--- src/hdl/i2cm_pkg.sv ---
// ----------------------------------------------------------------------------
// i2cm_pkg
// Shared types and codes for the I2C master byte engine.
// ----------------------------------------------------------------------------
package i2cm_pkg;

   // request opcodes as they arrive on the bus
   localparam logic [2:0] OP_TICK  = 3'd0;
   localparam logic [2:0] OP_START = 3'd1;
   localparam logic [2:0] OP_STOP  = 3'd2;
   localparam logic [2:0] OP_WRITE = 3'd3;
   localparam logic [2:0] OP_READ  = 3'd4;
   localparam logic [2:0] OP_WAIT  = 3'd5;

   // register indexes on the csr port
   localparam logic [2:0] CSR_START_HOLD = 3'd0;
   localparam logic [2:0] CSR_STOP_SETUP = 3'd1;
   localparam logic [2:0] CSR_BIT_HALF   = 3'd2;
   localparam logic [2:0] CSR_ACK_HIGH   = 3'd3;
   localparam logic [2:0] CSR_ACK_TMO    = 3'd4;

   localparam int REQ_DATA_W = 16;
   localparam int RSP_DATA_W = 16;

   // decoded command class
   typedef enum logic [2:0] {
      CMD_NONE,
      CMD_START,
      CMD_STOP,
      CMD_WRITE,
      CMD_READ,
      CMD_WAIT_ACK
   } cmd_type;

   typedef enum logic [3:0] {
      PH_IDLE     = 4'd0,
      PH_ST_SETUP = 4'd1,
      PH_ST_HOLD  = 4'd2,
      PH_SP_LOW   = 4'd3,
      PH_SP_SETUP = 4'd4,
      PH_SP_HOLD  = 4'd5,
      PH_WR_LOW   = 4'd6,
      PH_WR_HIGH  = 4'd7,
      PH_WA_SETUP = 4'd8,
      PH_WA_POLL  = 4'd9,
      PH_RD_LOW   = 4'd10,
      PH_RD_HIGH  = 4'd11,
      PH_RA_LOW   = 4'd12,
      PH_RA_HIGH  = 4'd13
   } phase_type;

   typedef struct packed {
      cmd_type    cmd;
      logic [7:0] tx_byte;
      logic       send_ack;
      logic       sda_in;
   } item_type;

   // head of the request queue as seen by the sequencer
   typedef struct packed {
      logic     valid;
      item_type item;
   } head_type;

   typedef struct packed {
      logic       scl_level;
      logic       sda_level;
      logic       sda_enable;
      logic       busy_res;
      logic       done_res;
      logic [7:0] rx_byte;
      logic       ack_missing;
   } result_type;

endpackage

--- src/hdl/i2cm_front.sv ---
// ----------------------------------------------------------------------------
// i2cm_front
// Takes requests, decodes the opcode and holds them in a two-entry queue.
// ----------------------------------------------------------------------------
module i2cm_front
   import i2cm_pkg::*;
(
   input  logic                  clock,
   input  logic                  reset,
   input  logic                  req_tvalid,
   output logic                  req_tready,
   input  logic [REQ_DATA_W-1:0] req_tdata,
   output head_type              head,
   input  logic                  pop
);

   item_type   slot_ff [2];
   logic       wr_ptr_ff, wr_ptr_in;
   logic       rd_ptr_ff, rd_ptr_in;
   logic [1:0] count_ff, count_in;
   item_type   item_dec;
   logic       push;

   // opcodes 6 and 7 fall through as plain ticks
   always_comb begin
      unique case (req_tdata[2:0])
         OP_START: item_dec.cmd = CMD_START;
         OP_STOP:  item_dec.cmd = CMD_STOP;
         OP_WRITE: item_dec.cmd = CMD_WRITE;
         OP_READ:  item_dec.cmd = CMD_READ;
         OP_WAIT:  item_dec.cmd = CMD_WAIT_ACK;
         default:  item_dec.cmd = CMD_NONE;
      endcase
      item_dec.tx_byte  = req_tdata[10:3];
      item_dec.send_ack = req_tdata[11];
      item_dec.sda_in   = req_tdata[12];
   end

   assign req_tready = (count_ff != 2'd2);
   assign push       = req_tvalid && req_tready;

   assign wr_ptr_in = push ? ~wr_ptr_ff : wr_ptr_ff;
   assign rd_ptr_in = pop ? ~rd_ptr_ff : rd_ptr_ff;

   always_comb begin
      count_in = count_ff;
      if (push && !pop) begin
         count_in = count_ff + 2'd1;
      end else if (pop && !push) begin
         count_in = count_ff - 2'd1;
      end
   end

   always_ff @(posedge clock) begin
      if (reset) begin
         wr_ptr_ff <= 1'b0;
         rd_ptr_ff <= 1'b0;
         count_ff  <= 2'd0;
      end else begin
         wr_ptr_ff <= wr_ptr_in;
         rd_ptr_ff <= rd_ptr_in;
         count_ff  <= count_in;
      end
   end

   always_ff @(posedge clock) begin
      if (push) begin
         slot_ff[wr_ptr_ff] <= item_dec;
      end
   end

   assign head.valid = (count_ff != 2'd0);
   assign head.item  = slot_ff[rd_ptr_ff];

endmodule

--- src/hdl/i2cm_seq.sv ---
// ----------------------------------------------------------------------------
// i2cm_seq
// Bus sequencer: runs one tick per queued request, holds csr and result.
// ----------------------------------------------------------------------------
module i2cm_seq
   import i2cm_pkg::*;
#(
   parameter int unsigned DELAY_COUNT_BITS = 8
)
(
   input  logic       clock,
   input  logic       reset,
   input  logic       csr_we,
   input  logic [2:0] csr_index,
   input  logic [7:0] csr_wdata,
   input  head_type   head,
   output logic       pop,
   output logic       rsp_tvalid,
   input  logic       rsp_tready,
   output result_type result
);

   localparam int SPAN_W = (DELAY_COUNT_BITS > 8) ? DELAY_COUNT_BITS : 8;
   localparam logic [SPAN_W-1:0] CNT_MAX = SPAN_W'({DELAY_COUNT_BITS{1'b1}});

   logic [7:0] start_hold_ff, stop_setup_ff, bit_half_ff, ack_high_ff, ack_tmo_ff;

   phase_type                   phase_ff, phase_in;
   logic [DELAY_COUNT_BITS-1:0] tick_ff, tick_in, tick_inc;
   logic [3:0]                  bit_cnt_ff, bit_cnt_in, bit_cnt_inc;
   logic [7:0]                  shift_ff, shift_in, shift_wr, shift_rd;
   logic [7:0]                  tmo_cnt_ff, tmo_cnt_in;
   logic                        scl_ff, scl_in;
   logic                        sda_ff, sda_in;
   logic                        oe_ff, oe_in;
   logic [7:0]                  rx_ff, rx_in;
   logic                        ack_miss_ff, ack_miss_in;
   logic                        ack_choice_ff, ack_choice_in;
   logic                        done_ff, done_in;
   logic                        valid_ff;

   logic [7:0]        len_sel;
   logic [SPAN_W-1:0] span_len;
   logic              elapsed;
   logic              tmo_hit;
   item_type          it;

   function automatic logic [SPAN_W-1:0] span_of(input logic [7:0] r);
      logic [SPAN_W-1:0] v;
      v = SPAN_W'(r);
      if (v == '0) v = SPAN_W'(1);
      if (v > CNT_MAX) v = CNT_MAX;
      return v;
   endfunction

   // a tick is taken when the result slot is free or being drained
   assign pop = head.valid && (!valid_ff || rsp_tready);
   assign it  = head.item;

   always_ff @(posedge clock) begin
      if (reset) begin
         start_hold_ff <= 8'd6;
         stop_setup_ff <= 8'd6;
         bit_half_ff   <= 8'd2;
         ack_high_ff   <= 8'd5;
         ack_tmo_ff    <= 8'd250;
      end else if (csr_we) begin
         case (csr_index)
            CSR_START_HOLD: start_hold_ff <= csr_wdata;
            CSR_STOP_SETUP: stop_setup_ff <= csr_wdata;
            CSR_BIT_HALF:   bit_half_ff   <= csr_wdata;
            CSR_ACK_HIGH:   ack_high_ff   <= csr_wdata;
            CSR_ACK_TMO:    ack_tmo_ff    <= csr_wdata;
            default: ;
         endcase
      end
   end

   // phase length select and the single shared tick counter compare
   always_comb begin
      unique case (phase_ff) inside
         PH_ST_SETUP, PH_ST_HOLD:  len_sel = start_hold_ff;
         PH_SP_LOW:                len_sel = 8'd1;
         PH_SP_SETUP, PH_SP_HOLD:  len_sel = stop_setup_ff;
         PH_RA_HIGH:               len_sel = ack_high_ff;
         default:                  len_sel = bit_half_ff;
      endcase
   end

   assign span_len    = span_of(len_sel);
   assign tick_inc    = (tick_ff != '1) ? tick_ff + 1'b1 : tick_ff;
   assign elapsed     = (SPAN_W'(tick_inc) >= span_len);
   assign tmo_hit     = (tmo_cnt_ff >= ack_tmo_ff);
   assign bit_cnt_inc = bit_cnt_ff + 4'd1;
   assign shift_wr    = {shift_ff[6:0], 1'b0};
   assign shift_rd    = {shift_ff[6:0], it.sda_in};

   // next phase
   always_comb begin
      phase_in = phase_ff;
      unique case (phase_ff)
         PH_IDLE: begin
            case (it.cmd)
               CMD_START:    phase_in = PH_ST_SETUP;
               CMD_STOP:     phase_in = PH_SP_LOW;
               CMD_WRITE:    phase_in = PH_WR_LOW;
               CMD_READ:     phase_in = PH_RD_LOW;
               CMD_WAIT_ACK: phase_in = PH_WA_SETUP;
               default:      phase_in = PH_IDLE;
            endcase
         end
         PH_ST_SETUP: if (elapsed) phase_in = PH_ST_HOLD;
         PH_ST_HOLD:  if (elapsed) phase_in = PH_IDLE;
         PH_SP_LOW:   if (elapsed) phase_in = PH_SP_SETUP;
         PH_SP_SETUP: if (elapsed) phase_in = PH_SP_HOLD;
         PH_SP_HOLD:  if (elapsed) phase_in = PH_IDLE;
         PH_WR_LOW:   if (elapsed) phase_in = PH_WR_HIGH;
         PH_WR_HIGH: begin
            if (elapsed) phase_in = (bit_cnt_inc >= 4'd8) ? PH_IDLE : PH_WR_LOW;
         end
         PH_WA_SETUP: if (elapsed) phase_in = PH_WA_POLL;
         PH_WA_POLL: begin
            if (!it.sda_in) begin
               phase_in = PH_IDLE;
            end else if (tmo_hit) begin
               phase_in = PH_SP_LOW;
            end
         end
         PH_RD_LOW:   if (elapsed) phase_in = PH_RD_HIGH;
         PH_RD_HIGH: begin
            if (elapsed) phase_in = (bit_cnt_inc >= 4'd8) ? PH_RA_LOW : PH_RD_LOW;
         end
         PH_RA_LOW:   if (elapsed) phase_in = PH_RA_HIGH;
         PH_RA_HIGH:  if (elapsed) phase_in = PH_IDLE;
         default:     phase_in = PH_IDLE;
      endcase
   end

   // pins, counters and data registers
   always_comb begin
      tick_in       = tick_inc;
      bit_cnt_in    = bit_cnt_ff;
      shift_in      = shift_ff;
      tmo_cnt_in    = tmo_cnt_ff;
      scl_in        = scl_ff;
      sda_in        = sda_ff;
      oe_in         = oe_ff;
      rx_in         = rx_ff;
      ack_miss_in   = ack_miss_ff;
      ack_choice_in = ack_choice_ff;
      done_in       = 1'b0;
      unique case (phase_ff)
         PH_IDLE: begin
            tick_in = '0;
            case (it.cmd)
               CMD_START: begin
                  scl_in = 1'b1; sda_in = 1'b1; oe_in = 1'b1;
               end
               CMD_STOP: begin
                  scl_in = 1'b0; sda_in = 1'b0; oe_in = 1'b1;
               end
               CMD_WRITE: begin
                  shift_in   = it.tx_byte;
                  bit_cnt_in = 4'd0;
                  scl_in = 1'b0; sda_in = it.tx_byte[7]; oe_in = 1'b1;
               end
               CMD_READ: begin
                  shift_in      = 8'd0;
                  bit_cnt_in    = 4'd0;
                  ack_choice_in = it.send_ack;
                  scl_in = 1'b0; oe_in = 1'b0;
               end
               CMD_WAIT_ACK: begin
                  tmo_cnt_in  = 8'd0;
                  ack_miss_in = 1'b0;
                  scl_in = 1'b0; sda_in = 1'b1; oe_in = 1'b0;
               end
               default: tick_in = tick_ff;
            endcase
         end
         PH_ST_SETUP: if (elapsed) begin
            tick_in = '0; scl_in = 1'b1; sda_in = 1'b0; oe_in = 1'b1;
         end
         PH_ST_HOLD: if (elapsed) begin
            tick_in = '0; scl_in = 1'b0; sda_in = 1'b0; oe_in = 1'b1;
            done_in = 1'b1;
         end
         PH_SP_LOW: if (elapsed) begin
            tick_in = '0; scl_in = 1'b1; sda_in = 1'b0; oe_in = 1'b1;
         end
         PH_SP_SETUP: if (elapsed) begin
            tick_in = '0; scl_in = 1'b1; sda_in = 1'b1; oe_in = 1'b1;
         end
         PH_SP_HOLD: if (elapsed) begin
            tick_in = '0; scl_in = 1'b1; sda_in = 1'b1; oe_in = 1'b1;
            done_in = 1'b1;
         end
         PH_WR_LOW: if (elapsed) begin
            tick_in = '0; scl_in = 1'b1; oe_in = 1'b1;
         end
         PH_WR_HIGH: if (elapsed) begin
            tick_in    = '0;
            bit_cnt_in = bit_cnt_inc;
            shift_in   = shift_wr;
            scl_in     = 1'b0;
            oe_in      = 1'b1;
            if (bit_cnt_inc >= 4'd8) begin
               done_in = 1'b1;
            end else begin
               sda_in = shift_wr[7];
            end
         end
         PH_WA_SETUP: if (elapsed) begin
            tick_in = '0; scl_in = 1'b1; sda_in = 1'b1; oe_in = 1'b0;
         end
         PH_WA_POLL: begin
            tick_in = tick_ff;
            if (!it.sda_in) begin
               tick_in = '0; scl_in = 1'b0; sda_in = 1'b1; oe_in = 1'b0;
               done_in = 1'b1;
            end else if (tmo_hit) begin
               // no ack: flag it and fall into a stop sequence
               ack_miss_in = 1'b1;
               tick_in = '0; scl_in = 1'b0; sda_in = 1'b0; oe_in = 1'b1;
            end else begin
               tmo_cnt_in = tmo_cnt_ff + 8'd1;
            end
         end
         PH_RD_LOW: if (elapsed) begin
            tick_in = '0; scl_in = 1'b1; oe_in = 1'b0;
         end
         PH_RD_HIGH: if (elapsed) begin
            tick_in    = '0;
            shift_in   = shift_rd;
            bit_cnt_in = bit_cnt_inc;
            scl_in     = 1'b0;
            if (bit_cnt_inc >= 4'd8) begin
               rx_in  = shift_rd;
               sda_in = ~ack_choice_ff;
               oe_in  = 1'b1;
            end else begin
               oe_in = 1'b0;
            end
         end
         PH_RA_LOW: if (elapsed) begin
            tick_in = '0; scl_in = 1'b1; oe_in = 1'b1;
         end
         PH_RA_HIGH: if (elapsed) begin
            tick_in = '0; scl_in = 1'b0; oe_in = 1'b1;
            done_in = 1'b1;
         end
         default: tick_in = '0;
      endcase
   end

   always_ff @(posedge clock) begin
      if (reset) begin
         phase_ff      <= PH_IDLE;
         tick_ff       <= '0;
         bit_cnt_ff    <= 4'd0;
         shift_ff      <= 8'd0;
         tmo_cnt_ff    <= 8'd0;
         scl_ff        <= 1'b1;
         sda_ff        <= 1'b1;
         oe_ff         <= 1'b1;
         rx_ff         <= 8'd0;
         ack_miss_ff   <= 1'b0;
         ack_choice_ff <= 1'b0;
         done_ff       <= 1'b0;
      end else if (pop) begin
         phase_ff      <= phase_in;
         tick_ff       <= tick_in;
         bit_cnt_ff    <= bit_cnt_in;
         shift_ff      <= shift_in;
         tmo_cnt_ff    <= tmo_cnt_in;
         scl_ff        <= scl_in;
         sda_ff        <= sda_in;
         oe_ff         <= oe_in;
         rx_ff         <= rx_in;
         ack_miss_ff   <= ack_miss_in;
         ack_choice_ff <= ack_choice_in;
         done_ff       <= done_in;
      end
   end

   // the state registers double as the result slot: they move only on pop
   always_ff @(posedge clock) begin
      if (reset) begin
         valid_ff <= 1'b0;
      end else if (pop) begin
         valid_ff <= 1'b1;
      end else if (rsp_tready) begin
         valid_ff <= 1'b0;
      end
   end

   assign rsp_tvalid         = valid_ff;
   assign result.scl_level   = scl_ff;
   assign result.sda_level   = sda_ff;
   assign result.sda_enable  = oe_ff;
   assign result.busy_res    = (phase_ff != PH_IDLE);
   assign result.done_res    = done_ff;
   assign result.rx_byte     = rx_ff;
   assign result.ack_missing = ack_miss_ff;

endmodule

--- src/hdl/i2c_master_byte_engine.sv ---
// ----------------------------------------------------------------------------
// i2c_master_byte_engine
// Bit-banged I2C master: one request is one bus timing tick, one response
// per request carries the pin levels and command status after that tick.
// ----------------------------------------------------------------------------
//
//  channel  dir  handshake            payload
//  req      in   req_tvalid/tready    tdata: opcode, tx_byte, send_ack, sda_in
//  rsp      out  rsp_tvalid/tready    tdata: pins, busy, done, rx_byte, ack_missing
//  csr      in   csr_we               csr_index, csr_wdata (no read-back)
//
//  One request per clock sustained while rsp is not stalled; a request is
//  queued at the accepting edge, then stepped by the sequencer into the
//  result slot, which raises rsp valid. The sequencer's phase/tick loop is
//  the step that sets the rate.
//  Reset (synchronous, high) leaves the bus idle-high, SDA driven, default
//  timings loaded and both queue and result slot empty.
//  A stalled rsp holds the sequencer; the two-entry queue keeps req_tready
//  high until it fills, so the front keeps taking requests meanwhile.
//  Commands that arrive while a command is running are dropped (busy).
// ----------------------------------------------------------------------------
module i2c_master_byte_engine
   import i2cm_pkg::*;
#(
   parameter int unsigned DELAY_COUNT_BITS = 8
)
(
   input  logic                  clock,
   input  logic                  reset,
   // requests
   input  logic                  req_tvalid,
   output logic                  req_tready,
   input  logic [REQ_DATA_W-1:0] req_tdata,  // opcode[2:0], tx_byte[10:3],
                                             // send_ack[11], sda_in[12], zero
   // responses
   output logic                  rsp_tvalid,
   input  logic                  rsp_tready,
   output logic [RSP_DATA_W-1:0] rsp_tdata,  // scl[0], sda[1], sda_en[2],
                                             // busy[3], done[4], rx_byte[12:5],
                                             // ack_missing[13], zero
   // timing registers
   input  logic                  csr_we,
   input  logic [2:0]            csr_index,
   input  logic [7:0]            csr_wdata
);

   head_type   head;
   logic       pop;
   result_type result;

   // front: decode and queue
   i2cm_front u_front (
      .clock      (clock),
      .reset      (reset),
      .req_tvalid (req_tvalid),
      .req_tready (req_tready),
      .req_tdata  (req_tdata),
      .head       (head),
      .pop        (pop)
   );

   // back: bus sequencer with result slot
   i2cm_seq #(
      .DELAY_COUNT_BITS (DELAY_COUNT_BITS)
   ) u_seq (
      .clock      (clock),
      .reset      (reset),
      .csr_we     (csr_we),
      .csr_index  (csr_index),
      .csr_wdata  (csr_wdata),
      .head       (head),
      .pop        (pop),
      .rsp_tvalid (rsp_tvalid),
      .rsp_tready (rsp_tready),
      .result     (result)
   );

   assign rsp_tdata = {2'b00,
                       result.ack_missing,
                       result.rx_byte,
                       result.done_res,
                       result.busy_res,
                       result.sda_enable,
                       result.sda_level,
                       result.scl_level};

endmodule

--- config.mk ---
export PLATFORM = sky130hd
export DESIGN_NAME = i2c_master_byte_engine
export DESIGN_NICKNAME = d
export VERILOG_FILES = /design/src/hdl/i2cm_pkg.sv /design/src/hdl/i2cm_front.sv /design/src/hdl/i2cm_seq.sv /design/src/hdl/i2c_master_byte_engine.sv
export SDC_FILE = /design/constraint.sdc
export NUM_CORES = 1
export LEC_CHECK = 0
export BUFFER_PORTS_ARGS = -buffer_cell sky130_fd_sc_hd__buf_4
export CAP_MARGIN = 40
export CORE_AREA = 2 2 105 107
export CTS_BUF_LIST = sky130_fd_sc_hd__clkbuf_2 sky130_fd_sc_hd__clkbuf_4 sky130_fd_sc_hd__clkbuf_8
export DETAILED_ROUTE_END_ITERATION = 6
export DIE_AREA = 0 0 107 109
export HOLD_SLACK_MARGIN = 0.05
export PLACE_DENSITY = 0.78
export SYNTH_ARGS = -nofsm -noshare
export SYNTH_HDL_FRONTEND = slang
export SYNTH_SLANG_ARGS = --single-unit
export TNS_END_PERCENT = 5
--- constraint.sdc ---
create_clock -name clock -period 6.8 [get_ports clock]
set_input_delay 0.68 -clock clock [delete_from_list [all_inputs] [get_ports clock]]
set_output_delay 0.68 -clock clock [all_outputs]
set_load 0.005 [all_outputs]
==> results.cfg, run 1 <==
[sta]
fmax_ghz = 0.215
setup_viol = 0
tns_ns = 0
worstMarginPinSlew_ns = 0.901
slew_violations = 0
fin_ws_ns = 2.16
hold_violations = 0
timing.hold.ws_ns = 0.420
timing.final.crit_share_pct = 68.3
skew_ns = 0.0122
relSlewSlack_pct = 39.5
rsz0062_at_grt = false
period_minus_slack_ns = 4.64

[die]
start_util_pct = 57.8
dieArea_um2 = 11700
die_h_um = 109
placementRows = 38
core_area_um2 = 10600
io_pins = 50
die_w_um = 107

[placement]
hpwl_mm = 9.60
portBuffers = 44
place_congestion = 0.857
pre_cts_ws_ns = 2.29

[detailed_routing]
vias = 5236
drtIter0Drc = 460
via_per_inst = 5.95
wl_per_cell_um = 15.9
remaining_drc_errors = 0
antenna_left = 0
wirelength_mm = 13.9
first_pass_iters = 6

[clock_network]
path_clk_slew_ns = 0.08
htreeDepth = 4
cts.path.max_buffers = 2
postCtsSetupBuffers = 0
clk_latency_ns = 0.44
cts_sinks = 117
numCtsBuffers = 17
cts_tree = built
clockRootBuffer = clkbuf_8
hold_buffers = 0
post_cts_resized = 0

[logic_synthesis]
seq_area_frac_synth_pct = 42.4
ys_types = 64
yosys_warnings = 0
synth_seq_cells = 117
synthCells = 700
synth-edff-count = 26
syn_area_um2 = 6130
synth-main-ff-cell = dfxtp_1
async_reset_ff_share_pct = 0
syn_avg_cell_area_um2 = 8.76

[cells_and_area]
drive_gt1_share_pct = 14.2
fin_nets = 779
final_cell_mix = 111 x nand2_1, 91 x dfxtp_1, 65 x a21oi_1, 54 x nor2_1, 51 x buf_4
area_delta_synth_final_pct = 12.2
nFillCells = 855
finish.utilization_pct = 64.9
mostFrequentLayoutCell = nand2_1
n_antenna_cell = 0

[worst_hold_path]
hold_path.class = input port to register
whs_path_depth = 1

[job]
cap_viol_max_count = 0

[critical_path]
reg2reg_slack_ns = 2.16
r2r_start = u_seq.phase_ff[2]
crit_arrival_ns = 5.01
critical_path_class = register to register
worst_ep_required_time_ns = 7.16
end_kind = register
r2r_cells = 13
critPathCapture = u_seq.tick_ff[6]
rr_endpoint = u_seq.tick_ff[6]
path_max_fanout = 24
worstSetupStartpointType = register
crit_path_start = u_seq.phase_ff[2]

[pwr]
p_per_area_nw_per_um2 = 334
ir_drop_v = 0.000219
p_leak_nw = 2.74

[global_routing]
antenna_found_initial = 0
grt_start_max_net_pins = 89
grt_use_total_pct = 25.1
grt_pass1_vias = 4949
grt_pass1_wl_mm = 23.2
grt_overflow = 0

[status]
status = completed
how the worst min path moves through the flow:
| stage | startpoint | slack (ns) | end |
|---|---|---|---|
| finish | req_tdata[8] | 0.42 | u_front.slot_ff[1][7] |
| CTS | req_tdata[8] | 0.40 | u_front.slot_ff[0][7] |
| global route | req_tdata[5] | 0.38 | u_front.slot_ff[1][4] |
| detailed placement | u_seq.start_hold_ff[7] | 0.45 | u_seq.start_hold_ff[7] |
| floorplan | u_seq.start_hold_ff[3] | 0.44 | u_seq.start_hold_ff[3] |
| global placement | u_seq.start_hold_ff[7] | 0.44 | u_seq.start_hold_ff[7] |
routing by layer:
metal	track usage, %	up-vias	share of wire, %	routed length, um
met3	6.16	31	5.2	723
met4	9.09	0	1.6	226
li1	-	2565	-	-
met2	40.5	154	48	6710
met1	33.0	2486	45	6290
met5	0	-	0	0
sequential cells by signal, indices dropped and copies added, names as in the netlist, 8 cells and up, named ones only:
| signal | count |
|---|---|
| u_seq.start_hold_ff | 8 |
| u_seq.stop_setup_ff | 8 |
| u_seq.ack_tmo_ff | 8 |
| u_seq.bit_half_ff | 8 |
| u_seq.tick_ff | 8 |
| u_front.slot_ff | 26 |
| u_seq.ack_high_ff | 8 |
| u_seq.rx_ff | 8 |
| u_seq.tmo_cnt_ff | 8 |
final cells by class:
cell class / count / area [um^2] / area share, %
Tap cell: 140 / 175 / 2.55
Inverter: 17 / 63.8 / 0.928
Sequential cell: 117 / 2600 / 37.8
Timing Repair Buffer: 52 / 394 / 5.73
Clock inverter: 15 / 173 / 2.51
Multi-Input combinational cell: 522 / 3240 / 47.1
Clock buffer: 17 / 234 / 3.40
stage by stage:
step	cells	total power, mW	instance area, um^2
floorplan	701	1.45	6140
global placement	844	1.60	6440
detailed placement	847	1.64	6460
CTS	879	2.29	6870
global route	880	2.42	6880
finish	880	2.30	6880
report_power, final:
group | internal [mW] | switching (mW)
combinational | 0.297 | 0.478
clock | 0.334 | 0.317
sequential | 0.789 | 0.0813
total | 1.42 | 0.877
logic make-up (layout without fill, tap and decap cells):
| kind of cell | count (synthesis) | in the layout | share of synthesized area [%] |
|---|---|---|---|
| simple gates | 276 | 276 | 21.5 |
| compound gates | 161 | 161 | 16.7 |
| flops | 117 | 117 | 42.4 |
| buf+inv | 62 | 101 | 4.86 |
| mux | 49 | 49 | 8.38 |
| fa+ha+maj | 21 | 21 | 4.24 |
| xor+xnor | 13 | 13 | 1.86 |
| other cells | 1 | 2 | 0.0611 |
synth_stat cells (all sizes together), types with 2 or more instances:
| cell type | instances | area share, % |
|---|---|---|
| a2111oi | 3 | 0.43 |
| a211o | 2 | 0.29 |
| a21boi | 2 | 0.24 |
| a21o | 3 | 0.37 |
| a21oi | 66 | 5.4 |
| a221o | 3 | 0.49 |
| a221oi | 8 | 1.1 |
| a22oi | 2 | 0.24 |
| a311oi | 2 | 0.29 |
| a31o | 3 | 0.43 |
| a31oi | 8 | 0.82 |
| and2 | 3 | 0.31 |
| and3 | 7 | 0.71 |
| buf | 19 | 2.2 |
| clkbuf | 26 | 1.6 |
| dfxtp | 91 | 30 |
| edfxtp | 26 | 13 |
| ha | 20 | 4.1 |
| inv | 17 | 1.0 |
| mux2 | 6 | 1.2 |
| mux2i | 42 | 6.9 |
| nand2 | 111 | 6.8 |
| nand2b | 9 | 0.92 |
| nand3 | 24 | 2.0 |
| nand3b | 13 | 1.6 |
| nand4 | 13 | 1.3 |
| nor2 | 54 | 3.3 |
| nor2b | 11 | 1.2 |
| nor3 | 11 | 0.98 |
| nor3b | 3 | 0.37 |
| nor4 | 2 | 0.20 |
| o211ai | 5 | 0.84 |
| o21a | 2 | 0.24 |
| o21ai | 35 | 3.0 |
| o221ai | 2 | 0.29 |
| o31ai | 7 | 0.86 |
| or2 | 4 | 0.41 |
| or3 | 6 | 0.61 |
| or4 | 3 | 0.37 |
| xnor2 | 7 | 1.0 |
| xor2 | 6 | 0.86 |
worst max-delay path, stage by stage, from the launching register on:
cell and delay [ns]:
dfxtp_1 0.82, nand2b_1 0.37, o211ai_1 0.34, a221oi_1 0.55, nand4_1 0.15, o21ai_0 0.23
ha_1 0.27, nand2b_1 0.14, a2111oi_0 0.43, o31ai_1 0.13, buf_4 0.21, nor2_1 0.55
nand4_1 0.18, a21oi_1 0.18
(Power assumes the default switching activity.)
==> run 2, diff against run 1 <==
- ABC_AREA: unset -> 1
- PLACE_DENSITY: 0.78 -> 0.79
- clock period: 6.8 -> 4.8 ns (I/O delays scaled with it)
==> results.cfg, run 2 <==
[logic_synthesis]
async_reset_ff_share_pct = 0
synthCells = 829
synth_top_area_share_pct = 29.5
ys_top_cells_by_area = dfxtp_1 29%, edfxtp_1 13%, nand2_1 11%, nor2_1 7.8%, o21ai_0 5.6%
ys_types = 49
syn_area_um2 = 6180
yosysTopAreaCell = dfxtp_1
synth_seq_cells = 117
seq_area_frac_synth_pct = 42.1
synth-main-ff-cell = dfxtp_1
synth_common_cells = 188 x nand2_1, 129 x nor2_1, 91 x dfxtp_1
yosys_warnings = 0
synth-edff-count = 26
synth_most_common_cell = nand2_1
syn_avg_cell_area_um2 = 7.46

[cells_and_area]
largest_register = u_front.slot_ff
largest_register_ffs = 26
fin_nets = 922
mostFrequentLayoutCell = nand2_1
n_antenna_cell = 0
area_delta_synth_final_pct = 12.9
final_cell_mix = 188 x nand2_1, 129 x nor2_1, 91 x dfxtp_1, 71 x inv_1, 69 x o21ai_0
drive_gt1_share_pct = 15.1
seq_area_um2 = 2600
multi_input_area_um2 = 3090
nFillCells = 909

[clock_network]
htreeDepth = 4
hold_buffers = 0
clockRootBuffer = clkbuf_8
cts_sinks = 117
cts.path.max_buffers = 2
path_clk_slew_ns = 0.07
post_cts_resized = 0
clk_latency_ns = 0.44
numCtsBuffers = 17
cts_tree = built
postCtsSetupBuffers = 0

[die]
die_w_um = 107
die_h_um = 109
dieArea_um2 = 11700
placementRows = 38
start_util_pct = 58.3
io_pins = 50
core_area_um2 = 10600

[global_routing]
grt_pass1_wl_mm = 23.7
grt_use_total_pct = 25.7
grt_pass1_vias = 5201
top_usage_layer = met2
grt_use_met3_pct = 6.63
antenna_found_initial = 0
grtUsageMet2_pct = 44.0
grt_start_max_net_pins = 51
grt.met1_usage_pct = 31.0
grt_overflow = 0

[sta]
fin_ws_ns = 1.35
setup_viol = 0
skew_ns = 0.0127
rsz0062_at_grt = false
period_minus_slack_ns = 3.45
slew_violations = 0
worstMarginPinSlew_ns = 0.721
tns_ns = 0
relSlewSlack_pct = 51.7
fmax_ghz = 0.290
hold_violations = 0
timing.final.crit_share_pct = 71.9

[detailed_routing]
vias = 5632
antenna_left = 0
first_pass_iters = 5
remaining_drc_errors = 0
via_per_inst = 5.51
wl_per_cell_um = 14.1
drtIter0Drc = 434
wirelength_mm = 14.4

[worst_hold_path]
min-delay-start = req_tdata[9]
hold_path.class = input port to register
whs_path_depth = 1

[pwr]
p_leak_nw = 3.18
finalPower_mw = 4.28
ir_drop_v = 0.000421
p_per_area_nw_per_um2 = 613

[placement]
portBuffers = 44
pre_cts_ws_ns = 1.43
hpwl_mm = 10.5
place_congestion = 0.908

[critical_path]
crit_arrival_ns = 3.78
end_kind = register
r2r_cells = 23
critical_path_class = register to register
crit_path_start = u_seq.phase_ff[0]
path_max_fanout = 12
cp_top_family = simple AND/OR/NAND/NOR gates
slowest_stage = dfxtp_1
slowest_delay_ns = 0.49
crit_buf_inv = 2
r2r_start = u_seq.phase_ff[0]
cp_common_cell = nand2_1
worstSetupStartpointType = register
crit_cells = 23
worst_ep_required_time_ns = 5.12
path_cells = inv_2 > nor2_2 > nand2_4 > nand3_2 > nor2_1 > nor3b_2 > nand2_1 > nor2_1 > nand2_1 > nand2_1 > ha_1 > nand2_1 > nand3_1 > nand2_1 > nand2_1 > nand2_1 > nand2_1 > nor2_4 > nor2_4 > inv_2 > nand2_1 > nand2_1 > nor2_1

[status]
status = completed

[job]
cap_viol_max_count = 0
-- run 2: cell count changes in the layout (fill, tap and decap cells not counted), sizes merged, moves of 9 or more --
| cell | delta |
|---|---|
| o21ai | +43 |
| nand2b | -9 |
| a21oi | -18 |
| nand3 | +26 |
| nand3b | -11 |
| nor2 | +87 |
| inv | +61 |
| nand2 | +90 |
| nor2b | -11 |
| mux2i | -41 |
-- run 2: path summary, 6_finish.rpt --
path	slack, ns	end
max	1.35	u_seq.phase_ff[0]
min	0.22	u_front.slot_ff[1][8]
max reg2reg	1.35	u_seq.phase_ff[0]
min reg2reg	0.45	u_seq.rx_ff[4]
-- run 2: through the flow --
step	hold WS, ns	cells	cell area [um^2]	util, %
2_1_floorplan	0.425	830	6190	-
3_5_place_dp	0.438	991	6560	61.9
4_1_cts	0.178	1023	6980	65.8
3_3_place_gp	0.435	988	6530	61.6
5_1_grt	0.189	1023	6980	65.8
6_report	0.222	1023	6980	65.8
-- run 2: report_power, final --
part / internal (mW) / switching [mW]
combinational: 0.672 / 1.36
clock: 0.540 / 0.385
sequential: 1.17 / 0.151
total: 2.38 / 1.90
-- run 2: cell families after synthesis --
kind of cell,count (synthesis),synth area share (%)
fa+ha+maj,20,4.05
buf+inv,112,8.01
xor+xnor,14,1.98
simple gates,418,30.5
mux,1,0.162
other cells,1,0.0607
flops,117,42.1
compound gates,146,13.1
-- run 2: layer usage --
layer  routed length (um)  up-vias
met1                 6170     2629
met3                  830       33
met4                  363        0
met2                 7030      186
met5                    0        -
li1                     -     2784
-- run 2: final cells by class --
cell class | instances | share of cell area, %
multi-input cells | 601 | 44.3
clock inverters | 8 | 1.40
well taps | 140 | 2.51
clock buffers | 24 | 4.56
repair buffers | 48 | 5.34
inverters | 85 | 4.63
flip-flops and latches | 117 | 37.3
==> run 3, diff against run 2 <==
- clock period: 4.8 -> 3.5 ns (I/O delays scaled with it)
==> results.cfg, run 3 (synthesized netlist as in run 2, its figures left out) <==
[detailed_routing]
vias = 5580
antenna_left = 0
drtIter0Drc = 487
wl_per_cell_um = 13.8
remaining_drc_errors = 0
wirelength_mm = 14.2
via_per_inst = 5.43
first_pass_iters = 5

[die]
dieArea_um2 = 11700
die_h_um = 109
start_util_pct = 58.3
die_w_um = 107
core_area_um2 = 10600
io_pins = 50
placementRows = 38

[global_routing]
antenna_found_initial = 0
grt_start_max_net_pins = 51
grt_pass1_vias = 5189
grt_overflow = 0
grt_use_total_pct = 26.0
grt_pass1_wl_mm = 23.9

[pwr]
swShare_pct = 44.5
p_comb_share_pct = 49.8
p_per_area_nw_per_um2 = 846
seqPwrFrac_pct = 30.6
finalPower_mw = 5.91
clockPowerShare_pct = 19.6
p_int_mw = 3.29
power.switching_mw = 2.63
ir_drop_v = 0.000527
p_leak_nw = 3.18

[cells_and_area]
final_cell_mix = 187 x nand2_1, 129 x nor2_1, 87 x dfxtp_1, 71 x inv_1, 69 x o21ai_0
n_antenna_cell = 0
largest_register = u_front.slot_ff
fin_nets = 927
drive_gt1_share_pct = 15.7
largest_register_ffs = 26
area_delta_synth_final_pct = 13.1
mostFrequentLayoutCell = nand2_1

[status]
status = completed

[clock_network]
htreeDepth = 4
cts_sinks = 117
path_clk_slew_ns = 0.07
cts_tree = built
hold_buffers = 0
numCtsBuffers = 17
cts.path.max_buffers = 2
clockRootBuffer = clkbuf_8
clk_latency_ns = 0.44

[placement]
hpwl_mm = 10.5
place_congestion = 0.945
portBuffers = 44
pre_cts_ws_ns = 0.284

[critical_path]
crit_arrival_ns = 3.53
worst_ep_required_time_ns = 3.87
path_max_fanout = 8
critical_path_class = register to register
end_kind = register
worstSetupStartpointType = register

[sta]
skew_ns = 0.00991
rsz0062_at_grt = false
period_minus_slack_ns = 3.16
hold_violations = 0
setup_viol = 0
timing.final.crit_share_pct = 90.3
fin_ws_ns = 0.338
tns_ns = 0
relSlewSlack_pct = 53.4
slew_violations = 0
fmax_ghz = 0.316
worstMarginPinSlew_ns = 0.696

[job]
cap_viol_max_count = 0

[worst_hold_path]
hold_path.class = input port to register
[run 3: worst max-delay path, stage by stage, from the launching register on]
cell	delay (ns)
dfxtp_1	0.36
ha_1	0.24
nand2_1	0.08
inv_1	0.06
nand3b_1	0.08
inv_1	0.07
nand3_1	0.25
o21ai_0	0.14
a21oi_1	0.18
inv_1	0.08
ha_1	0.31
nand2_1	0.07
inv_1	0.04
nor2_1	0.08
o21a_1	0.15
nand2_1	0.21
nor2_4	0.31
inv_1	0.09
nor2_1	0.13
nor2_1	0.05
nor2_1	0.10
[run 3: path summary, 6_finish.rpt]
check        cells after the start             start  slack (ns)               endpoint
max                             20  u_seq.tick_ff[0]        0.34       u_seq.tick_ff[7]
max reg2reg                     20  u_seq.tick_ff[0]        0.34       u_seq.tick_ff[7]
min reg2reg                      2    u_seq.rx_ff[3]        0.45         u_seq.rx_ff[3]
min                              1      req_tdata[6]        0.09  u_front.slot_ff[1][5]
[run 3: cell type report]
type / count / area (um^2)
Sequential cell: 117 / 2610
Multi-Input combinational cell: 601 / 3110
Clock inverter: 12 / 113
Inverter: 85 / 323
Timing Repair Buffer: 53 / 410
Fill cell: 903 / 3610
Clock buffer: 20 / 256
Tap cell: 140 / 175
[run 3: through the flow]
stage / hold slack, ns / instance area (um^2) / cells / util [%]
2_1_floorplan: 0.425 / 6190 / 830 / -
3_3_place_gp: 0.434 / 6540 / 990 / 61.7
3_5_place_dp: 0.437 / 6580 / 993 / 62.0
4_1_cts: 0.0643 / 6950 / 1025 / 65.5
5_1_grt: 0.0718 / 6990 / 1028 / 65.9
6_report: 0.0906 / 6990 / 1028 / 65.9
[run 3: metal layers]
metal	vias up	global-route usage (%)	wire, um
met4	0	12.4	350
met1	2578	32.5	6360
met2	167	43.3	6850
met3	31	5.38	674
met5	-	0	0
li1	2804	-	-
[run 3: power by group through the flow]
stage               Sequential (mW)  Clock [mW]  Combinational (mW)
floorplan                      1.75           0                2.21
global placement               1.82           0                2.70
detailed placement             1.83           0                2.79
CTS                            1.80        1.19                2.81
global route                   1.83        1.25                3.31
finish                         1.81        1.16                2.95
[run 3: what timing repair did]
action | in CTS | in global routing
setup endpoints to repair | 0 | 23
buffers inserted | 0 | 3
endpoints found under the hold margin | 0 | 0
gates resized for setup | 0 | 7
